File: src/eft_pkg.sv
// shared types, constants and helpers for the euler frame transform
// no dependencies
package eft_pkg;

    localparam int CORDIC_STEPS = 30;
    localparam int STEP_BITS    = 5;
    localparam int MUL_STEPS    = 28;

    localparam logic signed [33:0] CORDIC_GAIN = 34'sd652032874;

    typedef enum logic [5:0] {
        ST_IDLE   = 6'b000001,
        ST_CORDIC = 6'b000010,
        ST_MUL_IS = 6'b000100,
        ST_MUL_US = 6'b001000,
        ST_DIV    = 6'b010000,
        ST_DONE   = 6'b100000
    } t_state;

    // atan(2^-i) in units of 2^-32 turn
    function automatic logic [31:0] turn_atan(input logic [STEP_BITS-1:0] i);
        logic [31:0] r;
        case (i)
            5'd0:  r = 32'd536870912;
            5'd1:  r = 32'd316933406;
            5'd2:  r = 32'd167458907;
            5'd3:  r = 32'd85004756;
            5'd4:  r = 32'd42667331;
            5'd5:  r = 32'd21354465;
            5'd6:  r = 32'd10680862;
            5'd7:  r = 32'd5340245;
            5'd8:  r = 32'd2670163;
            5'd9:  r = 32'd1335087;
            5'd10: r = 32'd667544;
            5'd11: r = 32'd333772;
            5'd12: r = 32'd166886;
            5'd13: r = 32'd83443;
            5'd14: r = 32'd41721;
            5'd15: r = 32'd20860;
            5'd16: r = 32'd10430;
            5'd17: r = 32'd5215;
            5'd18: r = 32'd2607;
            5'd19: r = 32'd1303;
            5'd20: r = 32'd651;
            5'd21: r = 32'd325;
            5'd22: r = 32'd162;
            5'd23: r = 32'd81;
            5'd24: r = 32'd40;
            5'd25: r = 32'd20;
            5'd26: r = 32'd10;
            5'd27: r = 32'd5;
            5'd28: r = 32'd2;
            5'd29: r = 32'd1;
            default: r = 32'd0;
        endcase
        return r;
    endfunction

    // round to nearest, ties up, dropping 30 fraction bits
    function automatic logic signed [39:0] rnd30(input logic signed [69:0] v);
        logic signed [69:0] t;
        t = v + 70'sd536870912;
        return t[69:30];
    endfunction

    function automatic logic [31:0] sat32(input logic signed [69:0] v);
        logic [31:0] r;
        if (v > 70'sd2147483647) begin
            r = 32'h7fff_ffff;
        end else if (v < -70'sd2147483648) begin
            r = 32'h8000_0000;
        end else begin
            r = v[31:0];
        end
        return r;
    endfunction

endpackage

File: src/eft_cordic.sv
// one rotation cordic lane: sin and cos of a binary angle in q30
// depends on eft_pkg
module eft_cordic
    import eft_pkg::*;
#(
    parameter int ANGLE_BITS = 16
) (
    input  logic                  i_clk,
    input  logic                  i_rst_n,
    input  logic                  i_start,
    input  logic [ANGLE_BITS-1:0] i_angle,
    output logic                  o_done,
    output logic signed [31:0]    o_cos,
    output logic signed [31:0]    o_sin
);
    logic                 r_busy, r_flip;
    logic [STEP_BITS-1:0] r_i;
    logic signed [33:0]   r_x, r_y, r_z;
    logic [31:0]          w_turn, w_fold;
    logic                 w_flip;
    logic signed [33:0]   w_xs, w_ys, w_at;

    assign w_turn = {i_angle, {(32 - ANGLE_BITS){1'b0}}};
    assign w_flip = w_turn[31] ^ w_turn[30];
    assign w_fold = w_flip ? (w_turn + 32'h8000_0000) : w_turn;
    assign w_xs   = r_x >>> r_i;
    assign w_ys   = r_y >>> r_i;
    assign w_at   = signed'({2'b00, turn_atan(r_i)});

    always_ff @(posedge i_clk) begin
        if (!i_rst_n) begin
            r_busy <= 1'b0;
            r_i    <= '0;
        end else if (i_start) begin
            r_busy <= 1'b1;
            r_i    <= '0;
        end else if (r_busy) begin
            if (r_i == STEP_BITS'(CORDIC_STEPS - 1)) begin
                r_busy <= 1'b0;
            end
            r_i <= r_i + 1'b1;
        end
    end

    always_ff @(posedge i_clk) begin
        if (i_start) begin
            r_x    <= CORDIC_GAIN;
            r_y    <= '0;
            r_z    <= 34'(signed'(w_fold));
            r_flip <= w_flip;
        end else if (r_busy) begin
            if (r_z >= 0) begin
                r_x <= r_x - w_ys;
                r_y <= r_y + w_xs;
                r_z <= r_z - w_at;
            end else begin
                r_x <= r_x + w_ys;
                r_y <= r_y - w_xs;
                r_z <= r_z + w_at;
            end
        end
    end

    assign o_done = ~r_busy;
    assign o_cos  = r_flip ? -r_x[31:0] : r_x[31:0];
    assign o_sin  = r_flip ? -r_y[31:0] : r_y[31:0];
endmodule

File: config.mk
export PLATFORM = sky130hd
export DESIGN_NAME = eft_cordic
export DESIGN_NICKNAME = d
export VERILOG_FILES = /design/src/eft_pkg.sv /design/src/eft_cordic.sv
export SDC_FILE = /design/constraint.sdc
export NUM_CORES = 1
export LEC_CHECK = 0
export BUFFER_PORTS_ARGS = -buffer_cell sky130_fd_sc_hd__buf_4
export CAP_MARGIN = 20
export CORE_MARGIN = 10
export CORE_UTILIZATION = 65
export DETAILED_ROUTE_END_ITERATION = 6
export PLACE_DENSITY = 0.84
export SYNTH_ARGS = -nofsm -noshare
export SYNTH_HDL_FRONTEND = slang
export SYNTH_SLANG_ARGS = --single-unit
File: constraint.sdc
create_clock -name i_clk -period 7.75 [get_ports i_clk]
set_input_delay 0.3875 -clock i_clk [delete_from_list [all_inputs] [get_ports i_clk]]
set_output_delay 0.3875 -clock i_clk [all_outputs]
set_load 0.05 [all_outputs]
==> impl_metrics.env <==
export IMPL_fin_cells=2621
export IMPL_synthFlopType="dfxtp_1"
export IMPL_hold_viol=0
export IMPL_status="complete, no violations"
export IMPL_drive_above_1_share_pct=13.3
export IMPL_fin_setup_tns_ns=0
export IMPL_drt_pass1_iterations=6
export IMPL_mostFrequentLayoutCells="212 x nand2_1, 179 x nor2_1, 167 x o21ai_0, 149 x xnor2_1, 146 x a21oi_1"
export IMPL_clock_sinks=139
export IMPL_final_common_cell="nand2_1"
export IMPL_dpl_cell_count=2588
export IMPL_drc=0
export IMPL_holdPathStages=2
export IMPL_place_ws_ns=0.499
export IMPL_port_buffers=83
export IMPL_path_clk_slew_ns=0.08
export IMPL_timing_hold_ws_ns=0.141
export IMPL_routed_wl_um=65200
export IMPL_num_vias=18900
export IMPL_synthCells=2263
export IMPL_synth_cell_area_um2=18400
export IMPL_grt_pass1_wl_um=100000
export IMPL_required_ns=8.08
export IMPL_synth_edf_count=35
export IMPL_yosys_warnings=0
export IMPL_synth_seq_cells=139
export IMPL_finalSetupViolations=0
export IMPL_die_height_um=188
export IMPL_antenna_found_initial=1
export IMPL_avgRoutedWirePerCell_um=24.9
export IMPL_dp_hpwl_um=47400
export IMPL_p_per_area_nw_per_um2=547
export IMPL_cts_root_buf="clkbuf_16"
export IMPL_min_period_ns=7.44
export IMPL_antenna_cells=0
export IMPL_clkLatencyLatePin_ns=0.48
export IMPL_gp_congestion=1.08
export IMPL_drtIter0Drc=2297
export IMPL_worstMarginPinSlew_ns=1.09
export IMPL_ios=84
export IMPL_clock_fmax_mhz=134
export IMPL_mappedNetlistNets=2399
export IMPL_fin_util_pct=70.5
export IMPL_crit_path_start_kind="register"
export IMPL_max_slew_margin_pct=26.8
export IMPL_cp_arrival_ns=7.77
export IMPL_die_x_um=188
export IMPL_grt_setup_unrepaired="false"
export IMPL_overflow=0
export IMPL_ir_drop_mv=0.373
export IMPL_hold_class="primary input to register"
export IMPL_ant_nets=0
export IMPL_critical_path_class="register to register"
export IMPL_endpoint_kind="register"
export IMPL_cts_tree="yes"
export IMPL_grt_max_degree=83
export IMPL_synth_top_cell_by_area="dfxtp_1"
export IMPL_worstPathMaxFanout=82
export IMPL_avgViaCountPerCell=7.20
export IMPL_cap_violations=0
export IMPL_avgSynthCellArea_um2=8.12
export IMPL_clock_path_buffers=2
export IMPL_htree_num_levels=4
export IMPL_grt_usage_pct=35.3
export IMPL_clock_skew_final_ns=0.0188
export IMPL_ys_types=87
export IMPL_die_area_um2=35400
export IMPL_min_period_over_period_pct=96.0
export IMPL_start_util_pct=66.0
export IMPL_grt_pass1_vias=17700
export IMPL_synth_top_area_share_pct=11.3
export IMPL_coreArea_um2=27900
export IMPL_slew_viol_final=0
export IMPL_cts_buffers=17
export IMPL_num_rows=61
export IMPL_setup_slack_ns=0.310
export IMPL_reg2reg_depth=23
export IMPL_layout_nets=2366
export IMPL_yosys_top_cells_area="dfxtp_1 11%, mux4_2 8.5%, ha_1 7.8%"
export IMPL_ys_seq_area_share_pct=17.1
export IMPL_leakage_uw=0.00789
export IMPL_postSynth_asyncResetShare_pct=0
export IMPL_area_delta_synth_final_pct=6.95
==> repair_timing <==
| item | 4_1_cts | 5_1_grt |
|---|---|---|
| hold buffers | 0 | 0 |
| setup buffers | 0 | 1 |
| gates resized for setup | 0 | 0 |
| setup endpoints to repair | 0 | 1 |
==> state kept, by name, indices dropped and copies added, names as in the netlist <==
signal and cells:
r_i 5, r_x 34, r_flip 1, r_z 34, r_y 34, w_at 30
r_busy 1
==> worst max-delay path, stage by stage (launching register included) <==
cell and delay, ns:
dfxtp_4 0.59, buf_12 0.37, mux4_1 0.61, mux2_2 0.32, mux2i_1 0.35, mux2i_1 0.26
or4b_1 0.65, or3_1 0.50, or3_1 0.42, o21ai_0 0.31, o22ai_1 0.14, a31o_2 0.23
ha_1 0.35, and4_1 0.24, and3_1 0.26, o211ai_1 0.16, nand3_1 0.21, nand3_1 0.18
nand3_1 0.13, a31oi_1 0.31, nor2_1 0.07, a211oi_1 0.25, xor2_1 0.17, o21ai_0 0.09
==> worst paths after layout <==
check / startpoint / endpoint / slack (ns)
min: i_rst_n / r_busy / 0.14
max reg2reg: r_i[1] / r_y[31] / 0.31
max: r_i[1] / r_y[31] / 0.31
min reg2reg: r_x[0] / r_x[0] / 0.58
==> per-stage QoR <==
step                      instance area (um2)  power (uW)
after global placement                  19000        9330
after floorplan                         18400        7700
after CTS                               19600       10500
after detailed placement                19000        9600
after global routing                    19600       11500
final                                   19600       10700
==> report_power, final <==
part           internal (uW)  switching [uW]
combinational           3390            4930
clock                    450             401
sequential              1030             542
total                   4870            5870
==> cell families after synthesis <==
| family | share of synthesized area [%] |
|---|---|
| AO/OA/AOI/OAI | 24.0 |
| adder cells (fa/ha/maj) | 8.09 |
| XOR/XNOR | 11.1 |
| flip-flops | 17.1 |
| multiplexers | 17.5 |
| AND/OR/NAND/NOR | 16.9 |
| buffers and inverters | 5.34 |
==> synth_stat cells (all sizes together), types with 20 or more instances <==
cell    instances
o31ai          42
xnor2         149
a211oi         28
clkbuf        117
buf            55
edfxtp         35
or4            22
o21a           21
inv            60
a21o           42
ha            114
o21bai         20
mux2i         103
xor2           84
dfxtp         104
a21oi         146
mux2           33
or3            27
mux4           79
nand3          43
nor2          179
nor3           33
nand2         212
o22ai          34
o21ai         169
nand2b         36
==> final cells by class <==
class	instances	area (um2)
Sequential cell	139	3150
Clock inverter	13	125
Fill cell	2196	8210
Multi-Input combinational cell	1889	14300
Timing Repair Buffer	120	946
Inverter	63	236
Clock buffer	19	464
Tap cell	378	473
==> routing by layer <==
layer	part of all wire, %	up-vias	global-route usage, %
met4	6.4	2	20.4
met5	0.029	-	0
li1	-	8370	-
met2	46	1375	57.3
met1	37	8799	42.0
met3	11	315	8.11
Note: power is estimated with default switching activity, not from simulation.
