==> config.mk <==
export PLATFORM = sky130hd
export DESIGN_NAME = eft_div
export DESIGN_NICKNAME = d
export VERILOG_FILES = /design/src/eft_pkg.sv /design/src/eft_div.sv
export SDC_FILE = /design/constraint.sdc
export NUM_CORES = 1
export LEC_CHECK = 0
export ABC_CLOCK_PERIOD_IN_PS = 4700
export BUFFER_PORTS_ARGS = -buffer_cell sky130_fd_sc_hd__buf_2
export CORE_ASPECT_RATIO = 0.9
export CORE_MARGIN = 2
export CORE_UTILIZATION = 60
export CTS_BUF_LIST = sky130_fd_sc_hd__clkbuf_8
export DETAILED_ROUTE_END_ITERATION = 8
export GPL_TIMING_DRIVEN = 1
export PLACE_DENSITY = 0.95
export SYNTH_ARGS = -nofsm -noshare
export SYNTH_HDL_FRONTEND = slang
export SYNTH_SLANG_ARGS = --single-unit
==> constraint.sdc <==
create_clock -name i_clk -period 4.7 [get_ports i_clk]
set_input_delay 0.94 -clock i_clk [delete_from_list [all_inputs] [get_ports i_clk]]
set_output_delay 0.94 -clock i_clk [all_outputs]
set_load 0.005 [all_outputs]
==> src/eft_pkg.sv <==
// shared types, constants and helpers for the euler frame transform
// no dependencies
package eft_pkg;

    localparam int CORDIC_STEPS = 30;
    localparam int STEP_BITS    = 5;
    localparam int MUL_STEPS    = 28;

    localparam logic signed [33:0] CORDIC_GAIN = 34'sd652032874;

    typedef enum logic [5:0] {
        ST_IDLE   = 6'b000001,
        ST_CORDIC = 6'b000010,
        ST_MUL_IS = 6'b000100,
        ST_MUL_US = 6'b001000,
        ST_DIV    = 6'b010000,
        ST_DONE   = 6'b100000
    } t_state;

    // atan(2^-i) in units of 2^-32 turn
    function automatic logic [31:0] turn_atan(input logic [STEP_BITS-1:0] i);
        logic [31:0] r;
        case (i)
            5'd0:  r = 32'd536870912;
            5'd1:  r = 32'd316933406;
            5'd2:  r = 32'd167458907;
            5'd3:  r = 32'd85004756;
            5'd4:  r = 32'd42667331;
            5'd5:  r = 32'd21354465;
            5'd6:  r = 32'd10680862;
            5'd7:  r = 32'd5340245;
            5'd8:  r = 32'd2670163;
            5'd9:  r = 32'd1335087;
            5'd10: r = 32'd667544;
            5'd11: r = 32'd333772;
            5'd12: r = 32'd166886;
            5'd13: r = 32'd83443;
            5'd14: r = 32'd41721;
            5'd15: r = 32'd20860;
            5'd16: r = 32'd10430;
            5'd17: r = 32'd5215;
            5'd18: r = 32'd2607;
            5'd19: r = 32'd1303;
            5'd20: r = 32'd651;
            5'd21: r = 32'd325;
            5'd22: r = 32'd162;
            5'd23: r = 32'd81;
            5'd24: r = 32'd40;
            5'd25: r = 32'd20;
            5'd26: r = 32'd10;
            5'd27: r = 32'd5;
            5'd28: r = 32'd2;
            5'd29: r = 32'd1;
            default: r = 32'd0;
        endcase
        return r;
    endfunction

    // round to nearest, ties up, dropping 30 fraction bits
    function automatic logic signed [39:0] rnd30(input logic signed [69:0] v);
        logic signed [69:0] t;
        t = v + 70'sd536870912;
        return t[69:30];
    endfunction

    function automatic logic [31:0] sat32(input logic signed [69:0] v);
        logic [31:0] r;
        if (v > 70'sd2147483647) begin
            r = 32'h7fff_ffff;
        end else if (v < -70'sd2147483648) begin
            r = 32'h8000_0000;
        end else begin
            r = v[31:0];
        end
        return r;
    endfunction

endpackage

==> src/eft_div.sv <==
// bit-serial signed divider, quotient truncated toward zero
// depends on eft_pkg; a zero numerator gives zero, else a zero divisor gives an all-ones magnitude
module eft_div
    import eft_pkg::*;
(
    input  logic               i_clk,
    input  logic               i_rst_n,
    input  logic               i_start,
    input  logic signed [63:0] i_num,
    input  logic signed [31:0] i_den,
    output logic               o_done,
    output logic signed [64:0] o_quo
);
    logic        r_busy, r_neg, r_zero;
    logic [6:0]  r_cnt;
    logic [63:0] r_q;
    logic [32:0] r_rem;
    logic [31:0] r_den;
    logic [32:0] w_sh;

    assign w_sh = {r_rem[31:0], r_q[63]};

    always_ff @(posedge i_clk) begin
        if (!i_rst_n) begin
            r_busy <= 1'b0;
            r_cnt  <= '0;
        end else if (i_start) begin
            r_busy <= 1'b1;
            r_cnt  <= '0;
        end else if (r_busy) begin
            if (r_cnt == 7'd63) begin
                r_busy <= 1'b0;
            end
            r_cnt <= r_cnt + 1'b1;
        end
    end

    always_ff @(posedge i_clk) begin
        if (i_start) begin
            r_q    <= i_num[63] ? 64'(-i_num) : 64'(i_num);
            r_den  <= i_den[31] ? 32'(-i_den) : 32'(i_den);
            r_neg  <= i_num[63] ^ i_den[31];
            r_zero <= (i_num == '0);
            r_rem  <= '0;
        end else if (r_busy) begin
            if (w_sh >= {1'b0, r_den}) begin
                r_rem <= w_sh - {1'b0, r_den};
                r_q   <= {r_q[62:0], 1'b1};
            end else begin
                r_rem <= w_sh;
                r_q   <= {r_q[62:0], 1'b0};
            end
        end
    end

    assign o_done = ~r_busy;
    assign o_quo  = r_zero ? '0 :
                    (r_neg ? -signed'({1'b0, r_q}) : signed'({1'b0, r_q}));
endmodule

==> flow_summary.ini, run 1 <==
[outcome]
status = complete, no violations

[die]
die-height_um = 131
fp.coreArea_um2 = 17600
die_area_um2 = 19000
io_pins = 165
num_rows = 46
die_x_um = 145
initial_utilization = 0.611

[worst_hold_path]
hp-start = r_rem[19]
hp-class = flip-flop to flip-flop
holdPathEnd = r_rem[19]
worstHoldPathCells = 2

[cts]
cts_buffers = 17
ctsHoldBuffers = 0
cts_root_buffer = clkbuf_8
tritoncts = yes
clock-sinks = 138
clk_latency_ns = 0.46
path_clk_slew_ns = 0.09
cts_resized = 0
cts_setup_buffers = 0
htree_levels = 4
clk_path_buf_depth = 2

[route]
ant_nets = 0
vias = 10400
viasPerCell = 6.26
wirelength_um = 29200
drc = 0
drt-initial-drc-count = 1227
routedWlPerCell_um = 17.5
first_pass_iters = 6

[layout]
nFillCells = 1291
fin_cells = 1667
syn2layout_area_growth_pct = 13.3
num-nets-final = 1550
design_area_um2 = 12100
register_area_um2 = 3740
diodes = 0
multi_input_area_um2 = 6600
drive_above_1_share = 0.164
fin_util = 0.692

[placement]
place_inst = 1635
place_congestion = 0.977
portBuffers = 164
placed_cell_area_um2 = 11700
hpwlAfterDp_um = 20900
post-place-ws_ns = 0.607

[setup_path]
crit_arrival_ns = 3.58
slowest_stage = or4_1
r2r_setup_slack_ns = 0.80
crit_buf_inv = 1
criticalPathCategory = flip-flop to output port
worstPathRequired_ns = 3.76
worst-path-max-fanout = 5
r2r_start = r_den[10]
startpoint = r_q[30]
cp-end-kind = output port
timing.rr.end = r_rem[1]
crit_family = simple AND/OR/NAND/NOR gates
critPathMostFrequentCell = or3_4
cp_slowest_stage_delay_ns = 0.54
start_kind = flip-flop
r2r_cells = 10
crit_chain = or3_4 > or4_1 > or3_4 > or3_4 > or3_1 > o21ai_1 > xor2_1 > nor2_1 > buf_2

[synth]
synth_edf_count = 98
yosysWarnings = 0
yosysSeqAreaShare = 0.349
synth_cells = 1276
syn_avg_cell_area_um2 = 8.40
syn_area_um2 = 10700
synth_cell_type_count = 68
ys.flop_type = edfxtp_1
synth-seq-cells = 138
synth_nets = 1412
async_flop_share = 0

[sta]
final.min_clock_period_ns = 4.52
tns_ns = 0
rsz0062_at_grt = false
relSlewSlack = 0.105
timing.fmax_mhz = 221
setup_ws_ns = 0.182
slew_viol_final = 0
hold_viol = 0
fin_skew_ns = 0.0119
fin_hold_ws_ns = 0.488
setup_viol = 0
worstMarginPinSlew_ns = 1.31
finalCritPeriodShare = 0.961

[global_route]
grt_pass1_wl_um = 46500
grt_usage = 0.301
grt_pass1_vias = 9558
grt-ovfl-total = 0
grt_max_degree = 137
antenna_found_initial = 0

[power]
power_density_nw_per_um2 = 278
p_leak_nw = 4.85
peakVddDrop_uv = 222
p_total_mw = 3.38

[job]
max_cap_violations = 0
==> state kept, by name (all words and copies together), names as in the netlist <==
register and count:
r_q 64, r_den 32, r_rem 32, r_cnt 7, r_busy 1, r_neg 1
r_zero 1
==> how the worst max path moves through the flow <==
stage	end	slack [ns]	cells after the start
2_1_floorplan	o_quo[52]	1.00	8
3_3_place_gp	o_quo[50]	0.75	9
3_5_place_dp	o_quo[57]	0.61	9
4_1_cts	o_quo[57]	0.09	9
5_1_grt	o_quo[57]	0.02	9
6_report	o_quo[52]	0.18	9
==> synthesized netlist by cell type, types with 36 or more instances <==
cell type,instances,area [µm²]
a21oi_1,97,485
clkbuf_1,49,184
dfxtp_1,40,801
edfxtp_1,98,2940
ha_1,36,450
inv_1,51,191
nand2_1,101,379
nor2_1,173,649
o21ai_0,58,290
o31ai_1,54,405
xnor2_1,45,394
xor2_1,135,1180
==> logic make-up (layout without fill, tap and decap cells) <==
| family | count (synthesis) | count (layout) | share of synthesized area |
|---|---|---|---|
| buffers and inverters | 109 | 260 | 0.0383 |
| xor gates and xnor gates | 180 | 180 | 0.147 |
| AOI/OAI and AO/OA | 331 | 331 | 0.199 |
| adders and majority gates | 37 | 37 | 0.0439 |
| muxes | 11 | 11 | 0.0107 |
| and+or+nand+nor | 470 | 470 | 0.212 |
| DFF | 138 | 138 | 0.349 |
==> per-layer routing <==
metal	routed length [µm]	part of all wire	track usage	vias up
li1	-	-	-	4914
met1	11800	0.40	0.392	4771
met2	13600	0.47	0.504	639
met3	2850	0.098	0.0524	111
met4	982	0.034	0.129	0
met5	0	0	0	-
==> worst min-delay path, delay by kind of cell (launching register included) <==
kind            cells  cell delay, ns
compound gates      1            0.06
flops               1            0.33
simple gates        1            0.05
==> area by class of cell <==
type,count,share of cell area
Clock buffer,17,0.0193
Multi-Input combinational cell,1029,0.543
Clock inverter,15,0.0126
Tap cell,240,0.0247
Sequential cell,138,0.308
Timing Repair Buffer,175,0.0756
Inverter,53,0.0164
==> where the power goes <==
part / total [mW] / internal [mW] / switching, mW
sequential: 1.55 / 1.44 / 0.112
combinational: 0.857 / 0.354 / 0.503
clock: 0.976 / 0.471 / 0.505
==> layout by cell type (no fill, tap or decap), types with 4 or more instances in the layout <==
cell | Yosys | routed
nor2_1 | 173 | 173
buf_2 | 1 | 163
xor2_1 | 135 | 135
nand2_1 | 101 | 101
edfxtp_1 | 98 | 98
a21oi_1 | 97 | 97
o21ai_0 | 58 | 58
o31ai_1 | 54 | 54
inv_1 | 51 | 51
xnor2_1 | 45 | 45
dfxtp_1 | 40 | 40
ha_1 | 36 | 36
or3_1 | 32 | 32
nand3_1 | 31 | 30
o21ai_1 | 28 | 28
nor3_1 | 29 | 27
or4_1 | 19 | 19
clkbuf_8 | 0 | 17
o41ai_1 | 16 | 16
nand4_1 | 13 | 13
nand2b_1 | 12 | 12
buf_4 | 0 | 11
nor4_1 | 12 | 10
mux2i_1 | 10 | 10
and3_1 | 10 | 10
a21o_1 | 9 | 9
o21a_1 | 8 | 8
a311oi_1 | 8 | 8
a32oi_1 | 7 | 7
or2_2 | 6 | 6
a211oi_1 | 6 | 6
o311ai_0 | 6 | 6
or2_1 | 5 | 5
nor2b_1 | 5 | 5
or3_4 | 4 | 4
a31oi_1 | 4 | 4
and2_1 | 4 | 4
o21bai_1 | 4 | 4
clkinv_4 | 0 | 4
(Power assumes the default switching activity.)
==> inputs of run 2 (changes only) <==
Settings changed: ABC_AREA set to 1, PLACE_DENSITY 0.95 to 0.94.
==> flow_summary.ini, run 2 <==
[layout]
largest_reg_flops = 64
num-nets-final = 2519
design_area_um2 = 15100
largest_register = r_q
fin_cells = 2693
reg.largest.list = r_q: 64 flops, r_den: 32 flops, r_rem: 32 flops
final_common_cell = nand2_1
final_cell_mix = nand2_1, inv_1, nor2_1
syn2layout_area_growth_pct = 10.1
diodes = 0
drive_above_1_share = 0.120

[die]
initial_utilization = 0.611
fp.coreArea_um2 = 22400
io_pins = 165
num_rows = 52
die-height_um = 147
die_x_um = 163
die_area_um2 = 24100

[synth]
synth_nets = 2386
synth_cell_type_count = 48
synth_common_cells = nand2_1, inv_1, nor2_1
synth_edf_count = 98
synth_cells = 2250
syn_area_um2 = 13700
synth_top_area_share = 0.215
yosysSeqAreaShare = 0.273
yosysWarnings = 0
synth-seq-cells = 138
synth_area_leaders = edfxtp_1, nand2_1, inv_1
syn_avg_cell_area_um2 = 6.09
yosysMostFrequentCell = nand2_1
synth_top_area_cell = edfxtp_1
ys.flop_type = edfxtp_1
async_flop_share = 0

[route]
viasPerCell = 5.88
drc = 0
wirelength_um = 50200
first_pass_iters = 6
ant_nets = 0
vias = 15800
drt-initial-drc-count = 2058
routedWlPerCell_um = 18.7

[placement]
place_inst = 2661
post-place-ws_ns = 1.38
portBuffers = 164
hpwlAfterDp_um = 40100
place_congestion = 1.03
placed_cell_area_um2 = 14700

[global_route]
grt_usage = 0.414
grt-ovfl-total = 0
grt_pass1_wl_um = 76700
grt_pass1_vias = 14100
antenna_found_initial = 2
grt_max_degree = 70

[cts]
tritoncts = yes
clk_path_buf_depth = 2
cts_root_buffer = clkbuf_8
cts_resized = 0
clk_latency_ns = 0.48
path_clk_slew_ns = 0.10
htree_levels = 4
cts_buffers = 17
clock-sinks = 138
cts_setup_buffers = 0
ctsHoldBuffers = 0

[job]
max_cap_violations = 0

[setup_path]
worstPathRequired_ns = 3.76
crit_buf_inv = 3
slowest_stage = edfxtp_1
criticalPathCategory = flip-flop to output port
worst-path-max-fanout = 39
crit_family = buffers and inverters
crit_arrival_ns = 3.02
crit_chain = inv_1 > buf_4 > o21ai_0 > a21oi_1 > buf_2
cp_slowest_stage_delay_ns = 0.78
start_kind = flip-flop
cp-end-kind = output port

[outcome]
status = complete, no violations

[power]
p_leak_nw = 7.36
power_density_nw_per_um2 = 239
peakVddDrop_uv = 188

[sta]
hold_viol = 0
setup_ws_ns = 0.740
timing.fmax_mhz = 252
finalCritPeriodShare = 0.843
slew_viol_final = 0
tns_ns = 0
worstMarginPinSlew_ns = 1.13
setup_viol = 0
relSlewSlack = 0.247
fin_skew_ns = 0.0275
final.min_clock_period_ns = 3.96
rsz0062_at_grt = false

[worst_hold_path]
hp-class = flip-flop to flip-flop
run 2: worst reg2reg max path: stages (launching register included):
cell and delay, ns:
edfxtp_1 0.38, inv_1 0.10, ha_1 0.32, a21oi_1 0.27, nor2_1 0.06, nor3_1 0.20
nand3_2 0.16, nor2_8 0.47, nand2_8 0.31, nand2_1 0.14, o21ai_0 0.22
run 2: cell families (layout without fill, tap and decap cells):
logic type	Yosys count	after routing	synth area share
DFF	138	138	0.273
xor gates and xnor gates	72	72	0.0460
adders and majority gates	37	37	0.0343
AOI/OAI and AO/OA	239	239	0.0934
buffers and inverters	403	549	0.115
and+or+nand+nor	1361	1361	0.438
run 2: per-layer routing:
layer | wire (µm) | track usage
met5 | 0 | 0
met4 | 1100 | 0.103
met3 | 8020 | 0.127
met2 | 19300 | 0.552
met1 | 21800 | 0.641
run 2: path summary, 6_finish.rpt:
path / cells past startpoint / from / slack, ns / endpoint
hold / removal: 2 / r_rem[22] / 0.48 / r_rem[22]
hold reg to reg: 2 / r_rem[22] / 0.48 / r_rem[22]
setup / recovery: 5 / r_zero / 0.74 / o_quo[16]
setup reg to reg: 10 / r_den[30] / 1.71 / r_q[0]
run 2: report_power, final:
group	switching, mW	internal (mW)
logic	0.694	0.311
clock network	0.574	0.485
registers	0.111	1.43
total	1.38	2.22
run 2: cell type report:
type | instances | area [µm²]
inverters | 345 | 1290
well taps | 297 | 372
clock buffers | 17 | 234
clock inverters | 15 | 164
multi-input cells | 1709 | 8390
repair buffers | 172 | 896
fillers | 2095 | 7350
flip-flops and latches | 138 | 3740
run 2: metrics by stage:
stage | hold WS, ns | util | total power, mW
after floorplan | 0.444 | - | 2.12
after global placement | 0.455 | 0.655 | 2.50
after detailed placement | 0.458 | 0.655 | 2.52
after CTS | 0.474 | 0.672 | 3.54
after global routing | 0.487 | 0.672 | 3.73
final | 0.477 | 0.672 | 3.60
